File: src/rtl/pidl_pkg.sv
// Shared types and constants of the positional insert/delete list.
// No dependencies; every other file of the block but the defines header imports this package.
package pidl_pkg;

    localparam int DEFAULT_CAPACITY   = 16;
    localparam int DEFAULT_DATA_WIDTH = 32;

    localparam int REQ_TYPE_WIDTH = 2;
    localparam int POS_WIDTH      = 5;
    localparam int VALUE_WIDTH    = 32;
    localparam int STATUS_WIDTH   = 2;
    localparam int COUNT_WIDTH    = 5;

    // Request codes
    localparam logic [REQ_TYPE_WIDTH-1:0] REQ_INSERT = 2'd0;
    localparam logic [REQ_TYPE_WIDTH-1:0] REQ_DELETE = 2'd1;
    localparam logic [REQ_TYPE_WIDTH-1:0] REQ_READ   = 2'd2;

    // Status codes
    localparam logic [STATUS_WIDTH-1:0] ST_DONE  = 2'd0;
    localparam logic [STATUS_WIDTH-1:0] ST_RANGE = 2'd1;
    localparam logic [STATUS_WIDTH-1:0] ST_FULL  = 2'd2;

    typedef enum logic [1:0] {
        OP_NONE,
        OP_INSERT,
        OP_DELETE,
        OP_READ
    } pidl_op_t;

    // Controller to datapath
    typedef struct packed {
        logic     load;   // capture a new result
        pidl_op_t op;     // list operation to carry out
    } pidl_cmd_t;

    // Datapath to controller
    typedef struct packed {
        logic pos_le_count;
        logic pos_lt_count;
        logic full;
    } pidl_stat_t;

endpackage

File: src/rtl/pidl_if.sv
// Valid/ready channel interfaces for requests and responses.
// Depends on pidl_pkg for the payload widths.
interface pidl_req_if;
    import pidl_pkg::*;

    logic                             valid;
    logic                             ready;
    logic        [REQ_TYPE_WIDTH-1:0] req_type;
    logic        [POS_WIDTH-1:0]      position;
    logic signed [VALUE_WIDTH-1:0]    value;

    modport source (output valid, req_type, position, value, input ready);
    modport sink   (input valid, req_type, position, value, output ready);
endinterface

interface pidl_rsp_if;
    import pidl_pkg::*;

    logic                           valid;
    logic                           ready;
    logic        [STATUS_WIDTH-1:0] status;
    logic        [COUNT_WIDTH-1:0]  count;
    logic signed [VALUE_WIDTH-1:0]  read_value;

    modport source (output valid, status, count, read_value, input ready);
    modport sink   (input valid, status, count, read_value, output ready);
endinterface

File: src/rtl/pidl_ctrl.sv
// Controller of the positional insert/delete list: handshake, request decode, status.
// Depends on pidl_pkg; drives commands into pidl_dp.
module pidl_ctrl (
    input  logic                                clk,
    input  logic                                rst_n,
    input  logic                                in_valid,
    output logic                                in_ready,
    input  logic [pidl_pkg::REQ_TYPE_WIDTH-1:0] req_type,
    output logic                                out_valid,
    input  logic                                out_ready,
    output logic [pidl_pkg::STATUS_WIDTH-1:0]   status,
    input  pidl_pkg::pidl_stat_t                dp_stat,
    output pidl_pkg::pidl_cmd_t                 cmd
);
    import pidl_pkg::*;

    typedef enum logic {
        S_EMPTY,
        S_HOLD
    } state_t;

    state_t                  state_reg, state_next;
    logic [STATUS_WIDTH-1:0] status_reg, status_next;
    logic                    accept;

    assign in_ready  = (state_reg == S_EMPTY) || out_ready;
    assign accept    = in_valid && in_ready;
    assign out_valid = (state_reg == S_HOLD);
    assign status    = status_reg;

    always_comb
    begin
        state_next  = state_reg;
        status_next = status_reg;
        cmd.load    = accept;
        cmd.op      = OP_NONE;
        if (accept)
        begin
            state_next = S_HOLD;
            unique case (req_type)
                REQ_INSERT:
                begin
                    if (!dp_stat.pos_le_count)
                        status_next = ST_RANGE;
                    else if (dp_stat.full)
                        status_next = ST_FULL;
                    else
                    begin
                        status_next = ST_DONE;
                        cmd.op      = OP_INSERT;
                    end
                end
                REQ_DELETE:
                begin
                    status_next = dp_stat.pos_lt_count ? ST_DONE : ST_RANGE;
                    cmd.op      = dp_stat.pos_lt_count ? OP_DELETE : OP_NONE;
                end
                REQ_READ:
                begin
                    status_next = dp_stat.pos_lt_count ? ST_DONE : ST_RANGE;
                    cmd.op      = dp_stat.pos_lt_count ? OP_READ : OP_NONE;
                end
                default:
                    status_next = ST_RANGE;
            endcase
        end
        else if (out_ready)
            state_next = S_EMPTY;
    end

    always_ff @(posedge clk or negedge rst_n)
    begin
        if (!rst_n)
        begin
            state_reg  <= S_EMPTY;
            status_reg <= ST_DONE;
        end
        else
        begin
            state_reg  <= state_next;
            status_reg <= status_next;
        end
    end

endmodule

File: src/rtl/pidl_dp.sv
// Datapath of the positional insert/delete list: shifting entry cells, count, read port.
// Depends on pidl_pkg; commanded by pidl_ctrl.
module pidl_dp #(
    parameter int CAPACITY   = pidl_pkg::DEFAULT_CAPACITY,
    parameter int DATA_WIDTH = pidl_pkg::DEFAULT_DATA_WIDTH
) (
    input  logic                                   clk,
    input  logic                                   rst_n,
    input  logic        [pidl_pkg::POS_WIDTH-1:0]   position,
    input  logic signed [pidl_pkg::VALUE_WIDTH-1:0] value,
    input  pidl_pkg::pidl_cmd_t                     cmd,
    output pidl_pkg::pidl_stat_t                    dp_stat,
    output logic        [pidl_pkg::COUNT_WIDTH-1:0] count,
    output logic signed [pidl_pkg::VALUE_WIDTH-1:0] read_value
);
    import pidl_pkg::*;

    localparam int IDX_W = $clog2(CAPACITY);
    localparam int CW    = $clog2(CAPACITY + 1);
    localparam int CMP_W = (CW > POS_WIDTH) ? CW : POS_WIDTH;

    logic signed [DATA_WIDTH-1:0]  entries_reg [CAPACITY];
    logic        [CW-1:0]          count_reg, count_next;
    logic signed [VALUE_WIDTH-1:0] rd_reg, rd_next;
    logic        [CMP_W-1:0]       pos_ext, cnt_ext;
    logic        [IDX_W-1:0]       pos_idx;
    logic signed [DATA_WIDTH-1:0]  new_word;

    assign pos_ext  = CMP_W'(position);
    assign cnt_ext  = CMP_W'(count_reg);
    assign pos_idx  = pos_ext[IDX_W-1:0];
    assign new_word = DATA_WIDTH'(value);

    assign dp_stat.pos_le_count = (pos_ext <= cnt_ext);
    assign dp_stat.pos_lt_count = (pos_ext < cnt_ext);
    assign dp_stat.full         = (count_reg == CW'(CAPACITY));

    // One register cell per entry; each sees only its two neighbors.
    for (genvar i = 0; i < CAPACITY; i++)
    begin : g_cell
        localparam logic [CMP_W-1:0] CELL = CMP_W'(i);
        logic signed [DATA_WIDTH-1:0] lower, upper;

        if (i == 0)
        begin : g_first
            assign lower = '0;
        end
        else
        begin : g_mid_lo
            assign lower = entries_reg[i-1];
        end

        if (i == CAPACITY - 1)
        begin : g_last
            assign upper = '0;
        end
        else
        begin : g_mid_hi
            assign upper = entries_reg[i+1];
        end

        always_ff @(posedge clk)
        begin
            unique case (cmd.op)
                OP_INSERT:
                begin
                    if (CELL == pos_ext)
                        entries_reg[i] <= new_word;
                    else if (CELL > pos_ext)
                        entries_reg[i] <= lower;
                end
                OP_DELETE:
                begin
                    if (CELL >= pos_ext)
                        entries_reg[i] <= upper;
                end
                OP_NONE, OP_READ:
                    ;
            endcase
        end
    end

    always_comb
    begin
        count_next = count_reg;
        unique case (cmd.op)
            OP_INSERT: count_next = count_reg + CW'(1);
            OP_DELETE: count_next = count_reg - CW'(1);
            OP_NONE, OP_READ: count_next = count_reg;
        endcase
        rd_next = (cmd.op == OP_READ) ? VALUE_WIDTH'(entries_reg[pos_idx]) : '0;
    end

    always_ff @(posedge clk or negedge rst_n)
    begin
        if (!rst_n)
            count_reg <= '0;
        else
            count_reg <= count_next;
    end

    always_ff @(posedge clk)
    begin
        if (cmd.load)
            rd_reg <= rd_next;
    end

    assign count      = COUNT_WIDTH'(count_reg);
    assign read_value = rd_reg;

endmodule

File: src/rtl/positional_insert_delete_list.sv
// Positional insert/delete list, top level (pidl_ctrl + pidl_dp, pidl_if channels).
// An accepted request transaction has its response in the following cycle.
// Throughput: one request per cycle while the response is not stalled; the entry cells shift in parallel.
// The response sits in an output register; a new request is taken while it is consumed.
// Reset (rst_n, async low) empties the list and drops any pending response;
// entry cells are not cleared, since only entries below the count are ever read.
module positional_insert_delete_list #(
    parameter int CAPACITY   = pidl_pkg::DEFAULT_CAPACITY,
    parameter int DATA_WIDTH = pidl_pkg::DEFAULT_DATA_WIDTH
) (
    input  logic       clk,
    input  logic       rst_n,
    pidl_req_if.sink   req,
    pidl_rsp_if.source rsp
);
    import pidl_pkg::*;

    pidl_cmd_t  cmd;
    pidl_stat_t dp_stat;

    // Controller: accept a request transaction, pick the operation, hold the status.
    pidl_ctrl u_ctrl (
        .clk       (clk),
        .rst_n     (rst_n),
        .in_valid  (req.valid),
        .in_ready  (req.ready),
        .req_type  (req.req_type),
        .out_valid (rsp.valid),
        .out_ready (rsp.ready),
        .status    (rsp.status),
        .dp_stat   (dp_stat),
        .cmd       (cmd)
    );

    // Datapath: shift the cells, advance the count, register the read value.
    pidl_dp #(
        .CAPACITY   (CAPACITY),
        .DATA_WIDTH (DATA_WIDTH)
    ) u_dp (
        .clk        (clk),
        .rst_n      (rst_n),
        .position   (req.position),
        .value      (req.value),
        .cmd        (cmd),
        .dp_stat    (dp_stat),
        .count      (rsp.count),
        .read_value (rsp.read_value)
    );

endmodule

File: src/flat_wrapper.sv
// flat-port wrapper written by rule: the top's interface ports become plain ports
module positional_insert_delete_list_flat import pidl_pkg::*;
#(
    parameter int CAPACITY   = pidl_pkg::DEFAULT_CAPACITY,
    parameter int DATA_WIDTH = pidl_pkg::DEFAULT_DATA_WIDTH
)
  (clk, rst_n, req_valid, req_req_type, req_position, req_value, req_ready, rsp_valid, rsp_status, rsp_count, rsp_read_value, rsp_ready);
  pidl_req_if req_i ();
  pidl_rsp_if rsp_i ();
  input  logic clk;
  input  logic rst_n;
  input wire logic [$bits(req_i.valid)-1:0] req_valid;
  input wire logic [$bits(req_i.req_type)-1:0] req_req_type;
  input wire logic [$bits(req_i.position)-1:0] req_position;
  input wire logic [$bits(req_i.value)-1:0] req_value;
  output wire logic [$bits(req_i.ready)-1:0] req_ready;
  output wire logic [$bits(rsp_i.valid)-1:0] rsp_valid;
  output wire logic [$bits(rsp_i.status)-1:0] rsp_status;
  output wire logic [$bits(rsp_i.count)-1:0] rsp_count;
  output wire logic [$bits(rsp_i.read_value)-1:0] rsp_read_value;
  input wire logic [$bits(rsp_i.ready)-1:0] rsp_ready;
  assign req_i.valid = req_valid;
  assign req_i.req_type = req_req_type;
  assign req_i.position = req_position;
  assign req_i.value = req_value;
  assign req_ready = req_i.ready;
  assign rsp_valid = rsp_i.valid;
  assign rsp_status = rsp_i.status;
  assign rsp_count = rsp_i.count;
  assign rsp_read_value = rsp_i.read_value;
  assign rsp_i.ready = rsp_ready;
  positional_insert_delete_list #(.CAPACITY(CAPACITY), .DATA_WIDTH(DATA_WIDTH)) u_core (.clk(clk), .rst_n(rst_n), .req(req_i), .rsp(rsp_i));
endmodule
File: config.mk
export PLATFORM = sky130hd
export DESIGN_NAME = positional_insert_delete_list_flat
export DESIGN_NICKNAME = d
export VERILOG_FILES = /design/src/rtl/pidl_pkg.sv /design/src/rtl/pidl_if.sv /design/src/rtl/pidl_ctrl.sv /design/src/rtl/pidl_dp.sv /design/src/rtl/positional_insert_delete_list.sv /design/src/flat_wrapper.sv
export SDC_FILE = /design/constraint.sdc
export NUM_CORES = 1
export LEC_CHECK = 0
export BUFFER_PORTS_ARGS = -buffer_cell sky130_fd_sc_hd__clkbuf_2
export CORE_MARGIN = 2
export CORE_UTILIZATION = 50
export CTS_BUF_LIST = sky130_fd_sc_hd__clkbuf_8 sky130_fd_sc_hd__clkbuf_16
export CTS_CLUSTER_SIZE = 16
export DETAILED_ROUTE_END_ITERATION = 8
export PLACE_DENSITY = 0.66
export SLEW_MARGIN = 20
export SYNTH_ARGS = -nofsm -noshare
export SYNTH_HDL_FRONTEND = slang
export SYNTH_HIERARCHICAL = 1
export SYNTH_SLANG_ARGS = --single-unit
File: constraint.sdc
create_clock -name clk -period 18.7 [get_ports clk]
set_clock_uncertainty 0.15 [all_clocks]
set_input_delay 4.675 -clock clk [delete_from_list [all_inputs] [get_ports clk]]
set_output_delay 4.675 -clock clk [all_outputs]
set_load 0.02 [all_outputs]
* Yosys cells after proc, flatten, opt, wreduce, memory -nomap -nowiden *
Memories as Yosys holds them, arrays and structs flattened. A register that Yosys moved wholly into a read port is not among the register bits.
Index checks and enable logic that the tools add are counted.

word-level totals
  bits of input ports = 43
  RAM bits = 512
  latch bits = 0
  memories = 1
  output and inout port bits = 41
  ROM bits = 0
  bits in registers = 8

memory list
  name                     depth  bits a word  read ports  clocked after memory_dff  wr ports  RTL line       RTL
  u_core.u_dp.entries_reg  16     32           17          1                         16        pidl_dp.sv:22  logic signed [DATA_WIDTH-1:0] entries_reg [CAPACITY];

operators by class
  mux-type cells = 205
  equality and inequality tests = 21
  magnitude comparators = 34
  $mul = 0
  reductions and logical operators = 9
  $add $sub $neg = 2
  bitwise operators = 33
  div/mod/pow operators = 0
  shift operators = 0

operators by type and width
  operator             number
  $mux 32              32
  $mux 1               165
  $eq 4x5->1 const A   8
  $ge 4x5->1 const A   8
  $gt 4x5->1 const A   8
  $or 1x1->1           32
  $eq 3x5->1 const A   4
  $ge 3x5->1 const A   4
  $gt 3x5->1 const A   4
  $eq 2x5->1 const A   2
  $ge 1x5->1 const A   2
  $ge 2x5->1 const A   2
  $gt 1x5->1 const A   2
  $gt 2x5->1 const A   2
  $mux 2               5
  $pmux 5 s2           1
  $eq 2x2->1 const B   3
  $pmux 2 s3           1
  $add 5x1->5 const B  1
  $eq 1x5->1 const A   1
  $eq 5x5->1 const B   1
  $le 5x5->1           1
  $logic_not 5->1      1
  $lt 5x5->1           1
  other kinds (10)     13

* Logic depth before layout (Yosys ltp) *
  depth in word-level cells = 10
  gate-level depth with buffers = 20
  gate-level depth less buffers = 18

* By module *
The synthesis kept the hierarchy.

by module, submodules not included
  module     instances  area each (µm²)  cells each
  pidl_dp    1          31122.3          2738
  pidl_ctrl  1          247.7            25

* Least setup slack after synthesis *
No wires, ideal clock.

  path type = input port to flip-flop
  start = input req_position[1]
  end = memory u_core/u_dp/entries_reg[0][0] (netlist bit), enable pin
  setup time = 0.502 ns
  stages = 12
  data arrival time = 9.610 ns
  setup slack = 8.438 ns
  data required time = 18.048 ns
  cell sequence = ha_1 -> nor2b_1 -> o21ai_0 -> nand2b_1 -> a21o_1 -> a21oi_1 -> o21ai_0 -> nor2_1 -> ha_1 -> clkbuf_2 -> o21ai_0 -> nor4_1

RTL lines
  item         RTL line            RTL
  from (decl)  flat_wrapper.sv:14  input wire logic [$bits(req_i.position)-1:0] req_position;
  to (decl)    pidl_dp.sv:22

* Final worst setup path *
  start = input rsp_ready
  end = output req_ready

on the way
  longest elaborated chain between the ends = 1

RTL lines
  item              RTL line            RTL
  from (decl)       flat_wrapper.sv:21  input wire logic [$bits(rsp_i.ready)-1:0] rsp_ready;
  $logic_or 1x1->1  pidl_ctrl.sv:26     assign in_ready = (state_reg == S_EMPTY) || out_ready;
  to (decl)         flat_wrapper.sv:16  output wire logic [$bits(req_i.ready)-1:0] req_ready;

Every way passes these cells.

==> run metrics <==
first-pass GRT wire length 142000 um; Avg Inst Size Synth 11.4 um2; Final Net Count 2776; gp weighted congestion 0.872; sequential share of the synthesized area 0.527; commonest cells after routing, fill and taps aside mux2i_1 (576), edfxtp_1 (544), nand2_1 (520), o21ai_1 (276), o21ai_0 (180); worst slew pin tran 1.13 ns; Global Route met2 Usage 0.426; 1st-iter DRT viols 2983; CTS tree built; Skew-Pair Late Insertion Delay 0.64 ns; PD cells 87.4 mW/mm2; count of final hold-check violations 0; final setup fails 0; min-delay src u_core/u_ctrl/status[1]; Slew HR 0.248; Psw 0.790 mW; multi-input logic area 0.0140 mm2; worst hold path class reg2reg; EDFF count, synth 544; Fmax achieved 101 MHz; Comb pwr share 0.128; top_reg_cell synth edfxtp_1; via count of the first global-routing pass 22000; Routed Antenna Nets 0; WP data required 13.88 ns; clock sinks 552; Internal Power 2.20 mW; most common cell after layout, fill and taps aside mux2i_1; Reg area 0.0165 mm2; antenna violations before repair 1; Ys Warns 6; DP HPWL 59000 um; outcome finished clean; Port Buffers 83; routed via count 23100; Flop pwr share 0.496; Max IR drop VDD 70.6 uV; Layout area overhead 9.15%; CTS root buffer clkbuf_16; Largest register FFs 512; cell area after synthesis 0.0314 mm2; CTS Hold Buffers Added 0; ys async rst share 0.0145; fin crit share 0.528; Inserted Diodes 0; Max Cap Viol 0; Synth top area share 0.521; met1 Use GR 0.442; drt via density 6.42; Post-CTS Resized 0; share of layout cells above drive strength 1 0.119; Die H 254 um; Fillers 5186; Ports 84; area leader, netlist edfxtp_1; row count 91; fin crit period 9.87 ns; Setup CP Type in2out; # DRC 0; Slew Limit Fails 0; RSZ-0062 raised after global routing no; core area 0.0618 mm2; #FFs+latches synth 552; per-cell routed wire length 26.6 um; First-pass DRT Iterations 6; total track usage 0.293; post-CTS setup buffers 0; Die Area 0.0648 mm2; clock slew at reported path FFs 0.06 ns; Critical Path Fanout Max 4; CP startpoint rsp_ready; Worst EP arrival 5.04 ns; post-synthesis cell count 2763; Die W 254 um; sw frac 0.264; Synthesized Nets 2822; Starting Density 0.507; Num CTS Buffers 60; Max H-tree Level 2; Pwr Total 2.99 mW; CP Launch Type input port; Congestion Overflow GR 0; crit path capture type output pin; setup tns final 0 ns; largest net degree at the start of global routing 119; r2r startpoint u_core/u_dp/count[1]; met3 Usage GRT 0.0632; Top Usage Layer GRT met1; dominant cells by area after synthesis edfxtp_1 (52%), mux2i_1 (18%), nand2_1 (6.3%); clock power share 0.376; Unique masters post-synth 50; leakage power figure 13.0 nW; WL final 95700 um; Max Root-Sink Buffers 3
logic make-up (layout without fill, tap and decap cells):
group	Yosys count	after routing	synth area share
AOI/OAI and AO/OA	638	638	0.108
xor gates and xnor gates	4	4	0.00112
DFF	552	552	0.527
adders and majority gates	16	16	0.00662
muxes	673	673	0.242
and+or+nand+nor	623	623	0.0792
buffers and inverters	257	255	0.0359
synthesized netlist by cell type (all sizes together), types with 7 or more instances:
library cell,count
edfxtp,544
mux2,33
a21oi,74
dfrtp,8
buf,100
nor2b,7
nor2,51
mux2i,576
clkbuf,141
inv,16
nand2b,9
o21ai,457
mux4,64
nand2,528
o22ai,65
ha,15
a22oi,32
power groups by stage:
stage               sequential, mW  clock (mW)  combinational, mW
CTS                           1.48        1.14              0.376
detailed placement            1.51           0              0.376
floorplan                     1.50           0              0.250
global placement              1.50           0              0.363
global route                  1.49        1.18              0.412
finish                        1.48        1.13              0.382
area by class of cell:
| type | count | area share |
|---|---|---|
| Sequential cell | 552 | 0.483 |
| Multi-Input combinational cell | 1954 | 0.408 |
| Clock buffer | 61 | 0.0446 |
| Tap cell | 837 | 0.0306 |
| Timing Repair Buffer | 133 | 0.0244 |
| Clock inverter | 45 | 0.00811 |
| Inverter | 16 | 0.00175 |
critical path, cell delays in order:
cell and delay, ns:
clkbuf_2 0.08, nand2b_4 0.14, clkbuf_2 0.15
final timing paths:
path / endpoint / slack (ns) / cells after the start
min in group asynchronous: u_core/u_ctrl/status[1] / 3.75 / 1
hold / removal: u_core/u_ctrl/status[1] / 0.37 / 1
setup / recovery: req_ready / 8.83 / 3
setup reg to reg: u_core/u_dp/entries_reg[6][22] / 13.16 / 16
max in group asynchronous: u_core/u_ctrl/status[0] / 14.43 / 1
hold reg to reg: u_core/u_ctrl/status[1] / 0.37 / 1
per-layer routing:
layer  share of wire  vias up  wire [um]
li1                -    10200          -
met1            0.43    11400      41100
met2            0.43     1335      41500
met3            0.11      163      10700
met4           0.024        2       2300
met5         0.00014        -         13
stage by stage:
stage | utilization | std cells | setup WS (ns) | hold slack, ns | cell area [um2]
finish | 0.554 | 3598 | 8.83 | 0.375 | 34200
global route | 0.554 | 3598 | 8.50 | 0.407 | 34200
CTS | 0.553 | 3597 | 8.83 | 0.376 | 34200
detailed placement | 0.524 | 3491 | 8.27 | 0.363 | 32400
global placement | 0.524 | 3491 | 8.36 | 0.356 | 32400
floorplan | - | 2763 | 8.44 | 0.372 | 31400
No activity file was read; power rests on OpenSTA's default activity.
